### config.mk
export PLATFORM = sky130hd
export DESIGN_NAME = disk_block_allocation_map
export DESIGN_NICKNAME = d
export VERILOG_FILES = /design/src/dbam_pkg.sv /design/src/disk_block_allocation_map.sv
export VERILOG_INCLUDE_DIRS = /design/src /design/src/src
export SDC_FILE = /design/constraint.sdc
export NUM_CORES = 2
export LEC_CHECK = 0
export CORE_MARGIN = 2
export CORE_UTILIZATION = 32
export DETAILED_ROUTE_END_ITERATION = 8
export DONT_BUFFER_PORTS = 1
export GPL_ROUTABILITY_DRIVEN = 0
export MAX_ROUTING_LAYER = met4
export PLACE_DENSITY = 0.49
export SYNTH_ARGS = -nofsm -noshare
export SYNTH_HDL_FRONTEND = slang
export SYNTH_SLANG_ARGS = --single-unit
### constraint.sdc
create_clock -name aclk -period 20.5 [get_ports aclk]
set_clock_uncertainty 0.05 [all_clocks]
set_input_delay 5.125 -clock aclk [delete_from_list [all_inputs] [get_ports aclk]]
set_output_delay 5.125 -clock aclk [all_outputs]
set_load 0.01 [all_outputs]
### src/disk_block_allocation_map_assert.svh
// ----------------------------------------------------------------------------
// Disk block allocation map - assertion macros
// Shared property templates for the allocation map's internal checks.
// ----------------------------------------------------------------------------
`ifndef DISK_BLOCK_ALLOCATION_MAP_ASSERT_SVH
`define DISK_BLOCK_ALLOCATION_MAP_ASSERT_SVH

// Consequent must hold in the same cycle as the antecedent.
`define DBAM_ASSERT_NOW(label, ante, cons, msg) \
    label: assert property (@(posedge aclk) disable iff (!aresetn) \
        (ante) |-> (cons)) else $error(msg);

// Consequent must hold in the cycle after the antecedent.
`define DBAM_ASSERT_NEXT(label, ante, cons, msg) \
    label: assert property (@(posedge aclk) disable iff (!aresetn) \
        (ante) |=> (cons)) else $error(msg);

`endif

### src/dbam_pkg.sv
// ----------------------------------------------------------------------------
// Disk block allocation map - package
// Geometry constants, codes, map entry type and geometry helper functions.
// ----------------------------------------------------------------------------
package dbam_pkg;

    // Map geometry
    localparam int MAX_TRACKS  = 80;
    localparam int MAX_SECTORS = 40;
    localparam int IDX_W       = $clog2(MAX_TRACKS);
    localparam int BIT_IDX_W   = $clog2(MAX_SECTORS);

    // Field widths
    localparam int TRK_W = 7;
    localparam int SEC_W = 6;
    localparam int CNT_W = 6;
    localparam int TOT_W = 12;
    localparam int NUM_W = 7;   // sector count of a track, up to 40

    // Format codes
    localparam logic FMT_ZONED   = 1'b0;
    localparam logic FMT_UNIFORM = 1'b1;

    // Zoned geometry: one side of 35 tracks, zone ends and sector counts
    localparam logic [7:0] SIDE_TRACKS = 8'd35;
    localparam logic [7:0] ZONE1_END   = 8'd17;
    localparam logic [7:0] ZONE2_END   = 8'd24;
    localparam logic [7:0] ZONE3_END   = 8'd30;
    localparam logic [NUM_W-1:0] ZONE1_SECT = 7'd21;
    localparam logic [NUM_W-1:0] ZONE2_SECT = 7'd19;
    localparam logic [NUM_W-1:0] ZONE3_SECT = 7'd18;
    localparam logic [NUM_W-1:0] ZONE4_SECT = 7'd17;
    localparam logic [NUM_W-1:0] UNIFORM_SECT = 7'd40;

    // Directory tracks
    localparam logic [7:0] DIR_TRK_ZONED_A = 8'd18;
    localparam logic [7:0] DIR_TRK_ZONED_B = 8'd53;
    localparam logic [7:0] DIR_TRK_UNIFORM = 8'd40;

    localparam logic [CNT_W-1:0] CNT_MAX = '1;
    localparam logic [TOT_W-1:0] TOT_MAX = '1;

    typedef enum logic [1:0] {
        ACT_QUERY   = 2'd0,
        ACT_ALLOC   = 2'd1,
        ACT_RELEASE = 2'd2,
        ACT_INIT    = 2'd3
    } action_t;

    typedef enum logic [1:0] {
        STAT_DONE    = 2'd0,
        STAT_REFUSED = 2'd1,
        STAT_RANGE   = 2'd2
    } status_t;

    typedef enum logic [1:0] {
        ST_IDLE,
        ST_EXEC,
        ST_INIT,
        ST_INIT_DONE
    } state_t;

    // One map entry: free count and free-sector bitmap of a track
    typedef struct packed {
        logic [CNT_W-1:0]       count;
        logic [MAX_SECTORS-1:0] bitmap;
    } entry_t;

    // Sector count of a track in the given format, 0 if it does not exist
    function automatic logic [NUM_W-1:0] sectors_of(input logic fmt,
                                                    input logic [7:0] t);
        logic [7:0]       z;
        logic [NUM_W-1:0] n;
        n = '0;
        z = t;
        if (t == 8'd0 || t > 8'(MAX_TRACKS)) begin
            n = '0;
        end else if (fmt == FMT_ZONED) begin
            if (t > {SIDE_TRACKS[6:0], 1'b0}) begin
                n = '0;
            end else begin
                z = (t > SIDE_TRACKS) ? t - SIDE_TRACKS : t;
                if (z <= ZONE1_END)      n = ZONE1_SECT;
                else if (z <= ZONE2_END) n = ZONE2_SECT;
                else if (z <= ZONE3_END) n = ZONE3_SECT;
                else                     n = ZONE4_SECT;
            end
        end else begin
            n = UNIFORM_SECT;
        end
        if (n > NUM_W'(MAX_SECTORS)) n = NUM_W'(MAX_SECTORS);
        return n;
    endfunction

    // Directory tracks stay out of the disk total
    function automatic logic is_excluded(input logic fmt, input logic [7:0] t);
        if (fmt == FMT_ZONED) return (t == DIR_TRK_ZONED_A) || (t == DIR_TRK_ZONED_B);
        return t == DIR_TRK_UNIFORM;
    endfunction

    // Freshly formatted entry, with the system sectors already taken
    function automatic entry_t init_entry(input logic fmt, input logic [7:0] t);
        entry_t           e;
        logic [NUM_W-1:0] n;
        logic [NUM_W-1:0] taken;
        n = sectors_of(fmt, t);
        taken = '0;
        for (int i = 0; i < MAX_SECTORS; i++) begin
            e.bitmap[i] = (NUM_W'(i) < n);
        end
        if (n != '0) begin
            if (fmt == FMT_ZONED && t == DIR_TRK_ZONED_A) begin
                e.bitmap[1:0] = 2'b00;
                taken = 7'd2;
            end else if (fmt == FMT_ZONED && t == DIR_TRK_ZONED_B) begin
                e.bitmap[0] = 1'b0;
                taken = 7'd1;
            end else if (fmt == FMT_UNIFORM && t == DIR_TRK_UNIFORM) begin
                e.bitmap[3:0] = 4'b0000;
                taken = 7'd4;
            end
        end
        e.count = CNT_W'(n - taken);
        return e;
    endfunction

endpackage

### src/disk_block_allocation_map.sv
// ----------------------------------------------------------------------------
// Disk block allocation map
// Free-sector bitmap and per-track free counts of a two-format disk,
// kept in one synchronous map memory with read-modify-write access.
// ----------------------------------------------------------------------------
// Usage:
//   Input beat on s_t*: action, track, sector. Output beat on m_t*: one
//   result per request (status, was_free, track_free, total_free).
//   cfg_wr_en/cfg_wr_data writes the format bit (0 zoned 70 tracks,
//   1 uniform 80 x 40); write it only while no request is in flight.
//   Query, allocate and release first read the track's map entry from
//   the registered memory read port, then modify it, write it back and
//   load the output register once that register is free.
//   Initialise sweeps the map one track per cycle, then loads its result
//   once the output register is free.
//   Reset clears the per-track valid flags, so every track reads as fully
//   allocated with count 0, the total reads 0 and the format is 1. No
//   clearing pass is needed; the block is ready right after reset.
//   A finished result sits in the output register; a new request is
//   accepted while it waits, but is not completed until the register is
//   free, so a stalled receiver holds the block after one more request.
// ----------------------------------------------------------------------------
module disk_block_allocation_map (
    input  logic        aclk,
    input  logic        aresetn,
    // input requests
    input  logic        s_tvalid,
    output logic        s_tready,
    input  logic [15:0] s_tdata,   // [1:0] action, [8:2] track, [14:9] sector
    // results
    output logic        m_tvalid,
    input  logic        m_tready,
    output logic [23:0] m_tdata,   // [1:0] status, [2] was_free,
                                   // [8:3] track_free, [20:9] total_free
    // format register
    input  logic        cfg_wr_en,
    input  logic        cfg_wr_data
);

    // Request fields
    logic [1:0]                 in_action;
    logic [dbam_pkg::TRK_W-1:0] in_track;
    logic [dbam_pkg::SEC_W-1:0] in_sector;

    assign in_action = s_tdata[1:0];
    assign in_track  = s_tdata[8:2];
    assign in_sector = s_tdata[14:9];

    // State and registers
    dbam_pkg::state_t state_reg, state_next;
    logic                         fmt_reg;
    logic [1:0]                   act_reg;
    logic [dbam_pkg::TRK_W-1:0]   trk_reg;
    logic [dbam_pkg::SEC_W-1:0]   sec_reg;
    logic [dbam_pkg::TOT_W-1:0]   total_reg;
    logic [dbam_pkg::TOT_W-1:0]   sum_reg;
    logic [dbam_pkg::IDX_W-1:0]   init_idx_reg;
    logic [dbam_pkg::MAX_TRACKS-1:0] valid_reg;
    dbam_pkg::entry_t             rd_entry_reg;
    logic                         rd_vld_reg;
    logic                         m_tvalid_reg;
    logic [23:0]                  m_tdata_reg;

    // Map memory
    dbam_pkg::entry_t map_mem [dbam_pkg::MAX_TRACKS];

    // Control
    logic                       accept;
    logic                       out_free;
    logic                       rd_en;
    logic [dbam_pkg::IDX_W-1:0] rd_addr;
    logic                       mem_we;
    logic [dbam_pkg::IDX_W-1:0] wr_addr;
    dbam_pkg::entry_t           wr_data;
    logic                       load_exec;
    logic                       load_init;
    logic                       init_last;

    // Request datapath
    logic [dbam_pkg::NUM_W-1:0] req_n;
    dbam_pkg::entry_t           cur_entry;
    dbam_pkg::entry_t           new_entry;
    logic                       req_excl;
    logic                       req_wr;
    logic [1:0]                 res_status;
    logic                       res_wf;
    logic [dbam_pkg::CNT_W-1:0] res_tf;
    logic [dbam_pkg::TOT_W-1:0] tot_new;

    // Init sweep datapath
    logic [7:0]                 init_trk;
    dbam_pkg::entry_t           init_ent;
    dbam_pkg::entry_t           done_ent;
    logic [dbam_pkg::TOT_W:0]   sum_add;
    logic [dbam_pkg::TOT_W-1:0] sum_next;

    assign accept   = s_tvalid && s_tready;
    assign out_free = !m_tvalid_reg || m_tready;
    assign init_last = (init_idx_reg == dbam_pkg::IDX_W'(dbam_pkg::MAX_TRACKS - 1));

    // Next state
    always_comb begin
        state_next = state_reg;
        unique case (state_reg)
            dbam_pkg::ST_IDLE: begin
                if (accept) begin
                    state_next = (in_action == dbam_pkg::ACT_INIT) ?
                                 dbam_pkg::ST_INIT : dbam_pkg::ST_EXEC;
                end
            end
            dbam_pkg::ST_EXEC: begin
                if (out_free) state_next = dbam_pkg::ST_IDLE;
            end
            dbam_pkg::ST_INIT: begin
                if (init_last) state_next = dbam_pkg::ST_INIT_DONE;
            end
            dbam_pkg::ST_INIT_DONE: begin
                if (out_free) state_next = dbam_pkg::ST_IDLE;
            end
            default: state_next = dbam_pkg::ST_IDLE;
        endcase
    end

    // FSM outputs: handshake and memory control
    always_comb begin
        s_tready  = 1'b0;
        rd_en     = 1'b0;
        rd_addr   = dbam_pkg::IDX_W'(in_track - 7'd1);
        mem_we    = 1'b0;
        wr_addr   = dbam_pkg::IDX_W'(trk_reg - 7'd1);
        wr_data   = new_entry;
        load_exec = 1'b0;
        load_init = 1'b0;
        unique case (state_reg)
            dbam_pkg::ST_IDLE: begin
                s_tready = aresetn;
                rd_en    = s_tvalid && in_action != dbam_pkg::ACT_INIT &&
                           in_track != '0 &&
                           {1'b0, in_track} <= 8'(dbam_pkg::MAX_TRACKS);
            end
            dbam_pkg::ST_EXEC: begin
                load_exec = out_free;
                mem_we    = out_free && req_wr;
            end
            dbam_pkg::ST_INIT: begin
                mem_we  = 1'b1;
                wr_addr = init_idx_reg;
                wr_data = init_ent;
            end
            dbam_pkg::ST_INIT_DONE: begin
                load_init = out_free;
            end
            default: ;
        endcase
    end

    // Request: modify the entry read from the map
    always_comb begin
        req_n      = dbam_pkg::sectors_of(fmt_reg, {1'b0, trk_reg});
        cur_entry  = rd_vld_reg ? rd_entry_reg : '0;
        req_excl   = dbam_pkg::is_excluded(fmt_reg, {1'b0, trk_reg});
        new_entry  = cur_entry;
        req_wr     = 1'b0;
        res_status = dbam_pkg::STAT_DONE;
        res_wf     = 1'b0;
        res_tf     = '0;
        tot_new    = total_reg;
        if (req_n == '0) begin
            res_status = dbam_pkg::STAT_RANGE;
        end else if ({1'b0, sec_reg} >= req_n) begin
            res_status = dbam_pkg::STAT_RANGE;
            res_tf     = cur_entry.count;
        end else begin
            res_wf = cur_entry.bitmap[sec_reg[dbam_pkg::BIT_IDX_W-1:0]];
            case (act_reg)
                dbam_pkg::ACT_ALLOC: begin
                    if (res_wf) begin
                        new_entry.bitmap[sec_reg[dbam_pkg::BIT_IDX_W-1:0]] = 1'b0;
                        if (cur_entry.count != '0) new_entry.count = cur_entry.count - 1'b1;
                        if (!req_excl && total_reg != '0) tot_new = total_reg - 1'b1;
                        req_wr = 1'b1;
                    end else begin
                        res_status = dbam_pkg::STAT_REFUSED;
                    end
                end
                dbam_pkg::ACT_RELEASE: begin
                    if (!res_wf) begin
                        new_entry.bitmap[sec_reg[dbam_pkg::BIT_IDX_W-1:0]] = 1'b1;
                        if (cur_entry.count != dbam_pkg::CNT_MAX) begin
                            new_entry.count = cur_entry.count + 1'b1;
                        end
                        if (!req_excl && total_reg != dbam_pkg::TOT_MAX) begin
                            tot_new = total_reg + 1'b1;
                        end
                        req_wr = 1'b1;
                    end
                end
                default: ;
            endcase
            res_tf = new_entry.count;
        end
    end

    // Init sweep: fresh entry of the current track and running total
    always_comb begin
        init_trk = 8'(init_idx_reg) + 8'd1;
        init_ent = dbam_pkg::init_entry(fmt_reg, init_trk);
        done_ent = dbam_pkg::init_entry(fmt_reg, {1'b0, trk_reg});
        sum_add  = {1'b0, sum_reg};
        if (dbam_pkg::sectors_of(fmt_reg, init_trk) != '0 &&
            !dbam_pkg::is_excluded(fmt_reg, init_trk)) begin
            sum_add = {1'b0, sum_reg} + (dbam_pkg::TOT_W + 1)'(init_ent.count);
        end
        sum_next = sum_add[dbam_pkg::TOT_W] ? dbam_pkg::TOT_MAX :
                   sum_add[dbam_pkg::TOT_W-1:0];
    end

    // Map memory: one write port, one registered read port
    always_ff @(posedge aclk) begin
        if (mem_we) begin
            map_mem[wr_addr] <= wr_data;
        end
        if (rd_en) begin
            rd_entry_reg <= map_mem[rd_addr];
        end
    end

    // Control registers
    always_ff @(posedge aclk) begin
        if (!aresetn) begin
            state_reg    <= dbam_pkg::ST_IDLE;
            fmt_reg      <= dbam_pkg::FMT_UNIFORM;
            valid_reg    <= '0;
            total_reg    <= '0;
            m_tvalid_reg <= 1'b0;
            rd_vld_reg   <= 1'b0;
        end else begin
            state_reg <= state_next;
            if (cfg_wr_en) fmt_reg <= cfg_wr_data;
            if (mem_we) valid_reg[wr_addr] <= 1'b1;
            if (rd_en) rd_vld_reg <= valid_reg[rd_addr];
            if (load_exec) begin
                total_reg <= tot_new;
            end else if (state_reg == dbam_pkg::ST_INIT && init_last) begin
                total_reg <= sum_next;
            end
            if (load_exec || load_init) begin
                m_tvalid_reg <= 1'b1;
            end else if (m_tready) begin
                m_tvalid_reg <= 1'b0;
            end
        end
    end

    // Request capture, sweep counter and output payload
    always_ff @(posedge aclk) begin
        if (accept) begin
            act_reg      <= in_action;
            trk_reg      <= in_track;
            sec_reg      <= in_sector;
            init_idx_reg <= '0;
            sum_reg      <= '0;
        end else if (state_reg == dbam_pkg::ST_INIT) begin
            init_idx_reg <= init_idx_reg + 1'b1;
            sum_reg      <= sum_next;
        end
        if (load_exec) begin
            m_tdata_reg <= {3'b000, tot_new, res_tf, res_wf, res_status};
        end else if (load_init) begin
            m_tdata_reg <= {3'b000, total_reg, done_ent.count, 1'b0, dbam_pkg::STAT_DONE};
        end
    end

    assign m_tvalid = m_tvalid_reg;
    assign m_tdata  = m_tdata_reg;

    // Checks
`include "disk_block_allocation_map_assert.svh"

    `DBAM_ASSERT_NOW(a_we_in_work, mem_we, (state_reg == dbam_pkg::ST_EXEC || state_reg == dbam_pkg::ST_INIT), "map write outside request or sweep")
    `DBAM_ASSERT_NEXT(a_accept_busy, accept, state_reg != dbam_pkg::ST_IDLE, "accepted beat left block idle")
    `DBAM_ASSERT_NOW(a_result_source, $rose(m_tvalid_reg), ($past(state_reg) == dbam_pkg::ST_EXEC || $past(state_reg) == dbam_pkg::ST_INIT_DONE), "result beat without a finished request")

endmodule
* Word level (Yosys, flattened, before mapping)
Memory sizes are Yosys's and may differ from the RTL's. A register that Yosys moved wholly into a read port is not among the register bits. Cells that the tools add are included.
Word-level totals: RAM bits 3680, input bits 22, logic and storage cells 241, memories 1, bits in registers 152, output and inout port bits 26
Operators by class: equality and inequality tests 19, multiplexer cells 90, reduce and logical (&&, ||, !) cells 40, $lt $le $gt $ge 61, $add $sub $neg 13, bitwise gates (word level) 5
Memory list:
- map_mem | words 80, width 46, read ports 1, clocked after memory_dff 1, write ports 1, line disk_block_allocation_map.sv:65 | dbam_pkg::entry_t map_mem [dbam_pkg::MAX_TRACKS];
Operator list (number):
- 46-bit 2-to-1 mux | 6
- 5-bit by 7-bit < comparator with 1-bit output, first input constant | 16
- 12-bit 2-to-1 mux | 9
- 46-bit case mux with 2 select lines | 1
- 80-bit OR | 1
- 4-bit by 7-bit < comparator with 1-bit output, first input constant | 8
- 6-bit by 7-bit < comparator with 1-bit output, first input constant | 8
- 7-bit 2-to-1 mux | 7
- 8-bit by 5-bit <= comparator with 1-bit output, second input constant | 6
- 6-bit 2-to-1 mux | 8
- 21-bit 2-to-1 mux | 2
- 40-bit bitwise AND | 1
- 40-bit NOT | 1
- 40-bit OR | 1
- 3-bit by 7-bit < comparator with 1-bit output, first input constant | 4
- 2-bit 2-to-1 mux | 12
- 12-bit case mux with 2 select lines | 1
- 1-bit 2-to-1 mux | 23
- 7-bit by 6-bit > comparator with 1-bit output, second input constant | 3
- 3-bit 2-to-1 mux | 7
- 7-bit nonzero test | 3
- 1-bit logical AND | 17
- 8-bit by 6-bit == test with 1-bit output, second input constant | 2
- 8-bit by 7-bit > comparator with 1-bit output, second input constant | 2
- other kinds (52) | 79

* Longest topological paths before layout
depth in word-level cells 20, depth in mapped cells 28, depth with buffers taken out 25

* Least setup slack after synthesis
Ideal clock, no wire load.
path kind input port to output port, start point input aresetn, end point output s_tready, path slack 9494 ps, buffers on the path 1, cell stages on the path 3, required time 15325 ps, arrival time 5831 ps, path through clkbuf_1 > clkinv_1 > nor2_1
On the way: cells in the longest elaborated chain, start to end 1
RTL lines:
- start: declaration | line disk_block_allocation_map.sv:25 | input logic aresetn,
- 1-bit 2-to-1 mux | line disk_block_allocation_map.sv:134 | unique case (state_reg)
- end: declaration | line disk_block_allocation_map.sv:28 | output logic s_tready,
No other way between the ends.

* Worst setup path in the final report
Ends and elaborated chain as after synthesis.

==> flow_metrics.tcl <==
set metrics [dict create \
    root_buffer "clkbuf_16" \
    die_width_um 694 \
    clock.fmax_ghz 0.0911 \
    netlist_instances 6862 \
    final-setup-viol-count 0 \
    clock_latency_ns 0.99 \
    final_hold_viol_count 0 \
    async_flop_share 0 \
    path_clk_slew_ns 0.04 \
    synth-seq-cells 3878 \
    die_h_um 694 \
    vias 74100 \
    holdPathStages 2 \
    numCtsBuffers 414 \
    slew_headroom 0.0990 \
    cts.sinks 3878 \
    cts_tree "yes" \
    ff2ff_setup_slack_ns 12.39 \
    synth_enable_flop_cells 3762 \
    cts_resized 0 \
    grt_max_degree 161 \
    port_buffers 0 \
    min-delay-start "valid_reg[51]$_SDFFE_PN0P_" \
    cts_hold_buf 0 \
    start_kind "input port" \
    power_leakage_nw 54.0 \
    rsz0062_at_grt "false" \
    finalCritPeriodShare 0.536 \
    r2r-start "trk_reg[3]$_DFFE_PP_" \
    syn2layout_area_growth_pct 14.7 \
    ir_worst_vdd_mv 0.113 \
    clockBufferDepth 4 \
    initial_core_util 0.321 \
    rows 253 \
    drtIter0Drc 8135 \
    cap_viol_max_count 0 \
    reg2regPathDepth 20 \
    reg2reg_to "map_mem[15][38]$_DFFE_PP_" \
    dp_hpwl_um 230000 \
    min_path_type "reg -> reg" \
    critPathMaxStageDelay_ns 0.34 \
    grt_overflow 0 \
    whs_endpoint "valid_reg[51]$_SDFFE_PN0P_" \
    cp-end-kind "output port" \
    core_area_mm2 0.475 \
    grt_pass1_vias 75400 \
    maxSlewViolCount 0 \
    antenna_found_initial 26 \
    boundaryPins 48 \
    fin_nets 7199 \
    via_per_inst 5.39 \
    die-area_mm2 0.482 \
    syn_area_per_cell_um2 22.2 \
    status "completed" \
    nFillCells 42900 \
    synth_area_mm2 0.153 \
    required_ns 15.33 \
    ant_nets 0 \
    largest_reg_flops 3680 \
    ys.flop_type "edfxtp_1" \
    worst_pin_slew_ns 1.35 \
    drc 0 \
    holdWs_ns 0.398 \
    crit_slowest_cell "nor2_1" \
    crit_chain "clkinv_1, nor2_1" \
    track_usage 0.181 \
    worstSetupPathType "in -> out" \
    worst_ep_arrival_time_ns 5.80 \
    yosysSeqAreaShare 0.756 \
    cp.buffers_inverters 1 \
    power_density_mw_per_mm2 115 \
    critical-path-top-delay-family "simple AND/OR/NAND/NOR gates" \
    synth_cell_types 89 \
    setup-tns-final_ns 0 \
    cp_max_fo 100 \
    grt_pass1_wl_um 601000 \
    ys_warn_count 0 \
    wl_um 431000 \
    drive_above_1_share 0.304 \
    drt-pass1-iter-count 8 \
    wl_per_cell_um 31.4 \
    cts_setup_buffers 0 \
    htreeDepth 5 \
    period_minus_slack_ns 10.98 \
]
==> cell families (layout without fill, tap and decap cells) <==
family                     after synthesis  in the layout  synth area share
xor gates and xnor gates                41             41           0.00235
and+or+nand+nor                        717            717            0.0212
other                                    1             16         0.0000246
buffers and inverters                  424           1041            0.0114
adders and majority gates               44             44           0.00376
muxes                                 1308           1308             0.187
AOI/OAI and AO/OA                      449            449            0.0185
DFF                                   3878           3878             0.756
==> stage by stage <==
| step | instances | util | area, um^2 | worst slack (ns) | total power [W] |
|---|---|---|---|---|---|
| global placement | 13000 | 0.341 | 162000 | 9.31 | 0.0128 |
| floorplan | 6864 | - | 153000 | 9.49 | 0.0118 |
| finish | 13700 | 0.368 | 175000 | 9.52 | 0.0201 |
| global route | 13700 | 0.368 | 175000 | 9.49 | 0.0208 |
| CTS | 13700 | 0.368 | 175000 | 9.50 | 0.0203 |
| detailed placement | 13000 | 0.341 | 162000 | 9.39 | 0.0130 |
==> tightest hold or removal path: stages, from the launching register on <==
cell and delay (ns):
dfxtp_1 0.32, nand2_1 0.04, o21ai_0 0.05
==> layout make-up <==
class                           count  area, um^2  area share
Inverter                           40         150    0.000858
Tap cell                         6247        7820      0.0447
Antenna cell                       13        32.5    0.000186
Clock buffer                      503       10900      0.0622
Sequential cell                  3878      115000       0.659
Multi-Input combinational cell   2562       36400       0.208
Timing Repair Buffer              237        2060      0.0118
Clock inverter                    261        2250      0.0129
==> cell usage after synthesis, types with 12 or more instances <==
library cell  count  area [um^2]
nand2b_1         15         93.8
xor2_1           15          131
ha_1             41          513
and3_1           15         93.8
o21ai_0         160          801
or3_1            18          113
buf_2            59          295
clkbuf_1        252          946
a31oi_1          12         75.1
a21oi_1         106          531
buf_1            60          225
a211oi_1         18          135
dfxtp_1         116         2320
nand3_1          57          285
nor2_1          209          785
nand2_1         275         1030
edfxtp_1       3762       113000
xnor2_1          26          228
nor3_1           42          210
mux2i_1          15          150
a211o_1          14          123
o211ai_1         17          128
o31ai_1          13         97.6
mux4_2         1223        27500
inv_1            38          143
mux2_2           68          766
==> cell usage in the layout, fill, tap and decap left out, types with 15 or more instances in the layout <==
cell type	instances
mux2i_1	15
bufinv_16	31
inv_1	38
mux4_2	1223
o21ai_0	148
xnor2_1	24
and3_1	15
nor3_1	42
clkbuf_16	421
clkinv_1	108
clkinv_2	91
mux2_2	68
buf_4	221
nor2_1	128
nand2b_1	15
nand2_1	265
a21oi_1	105
nor2_4	81
or3_1	18
a211oi_1	18
nand3_1	55
clkbuf_1	76
ha_1	38
dfxtp_1	116
o211ai_1	17
edfxtp_1	3762
==> worst max path at each step <==
stage / startpoint / to / slack, ns / cells after the start
after floorplan: aresetn / s_tready / 9.49 / 3
after global placement: s_tdata[2] / rd_entry_reg[44]$_DFFE_PP_ / 9.31 / 8
after detailed placement: s_tdata[2] / rd_entry_reg[44]$_DFFE_PP_ / 9.39 / 8
after CTS: aresetn / s_tready / 9.50 / 2
after global routing: aresetn / s_tready / 9.49 / 2
final: aresetn / s_tready / 9.52 / 2
==> report_power, final <==
group	internal, W	total, W	leakage (nW)	switching [W]
clock network	0.00416	0.00728	6.44	0.00312
registers	0.00997	0.0100	35.4	0.0000732
logic	0.000671	0.00277	12.1	0.00210
==> per-layer routing <==
layer  track usage  share of wire  wire, um  vias up
met5             -              0         0        -
met4        0.0429          0.025     10900        0
met3        0.0248          0.059     25500      660
met2         0.297           0.50    214000     2611
met1         0.241           0.42    181000    41100
li1              -              -         -    29800
No activity file was read; power rests on OpenSTA's default activity.
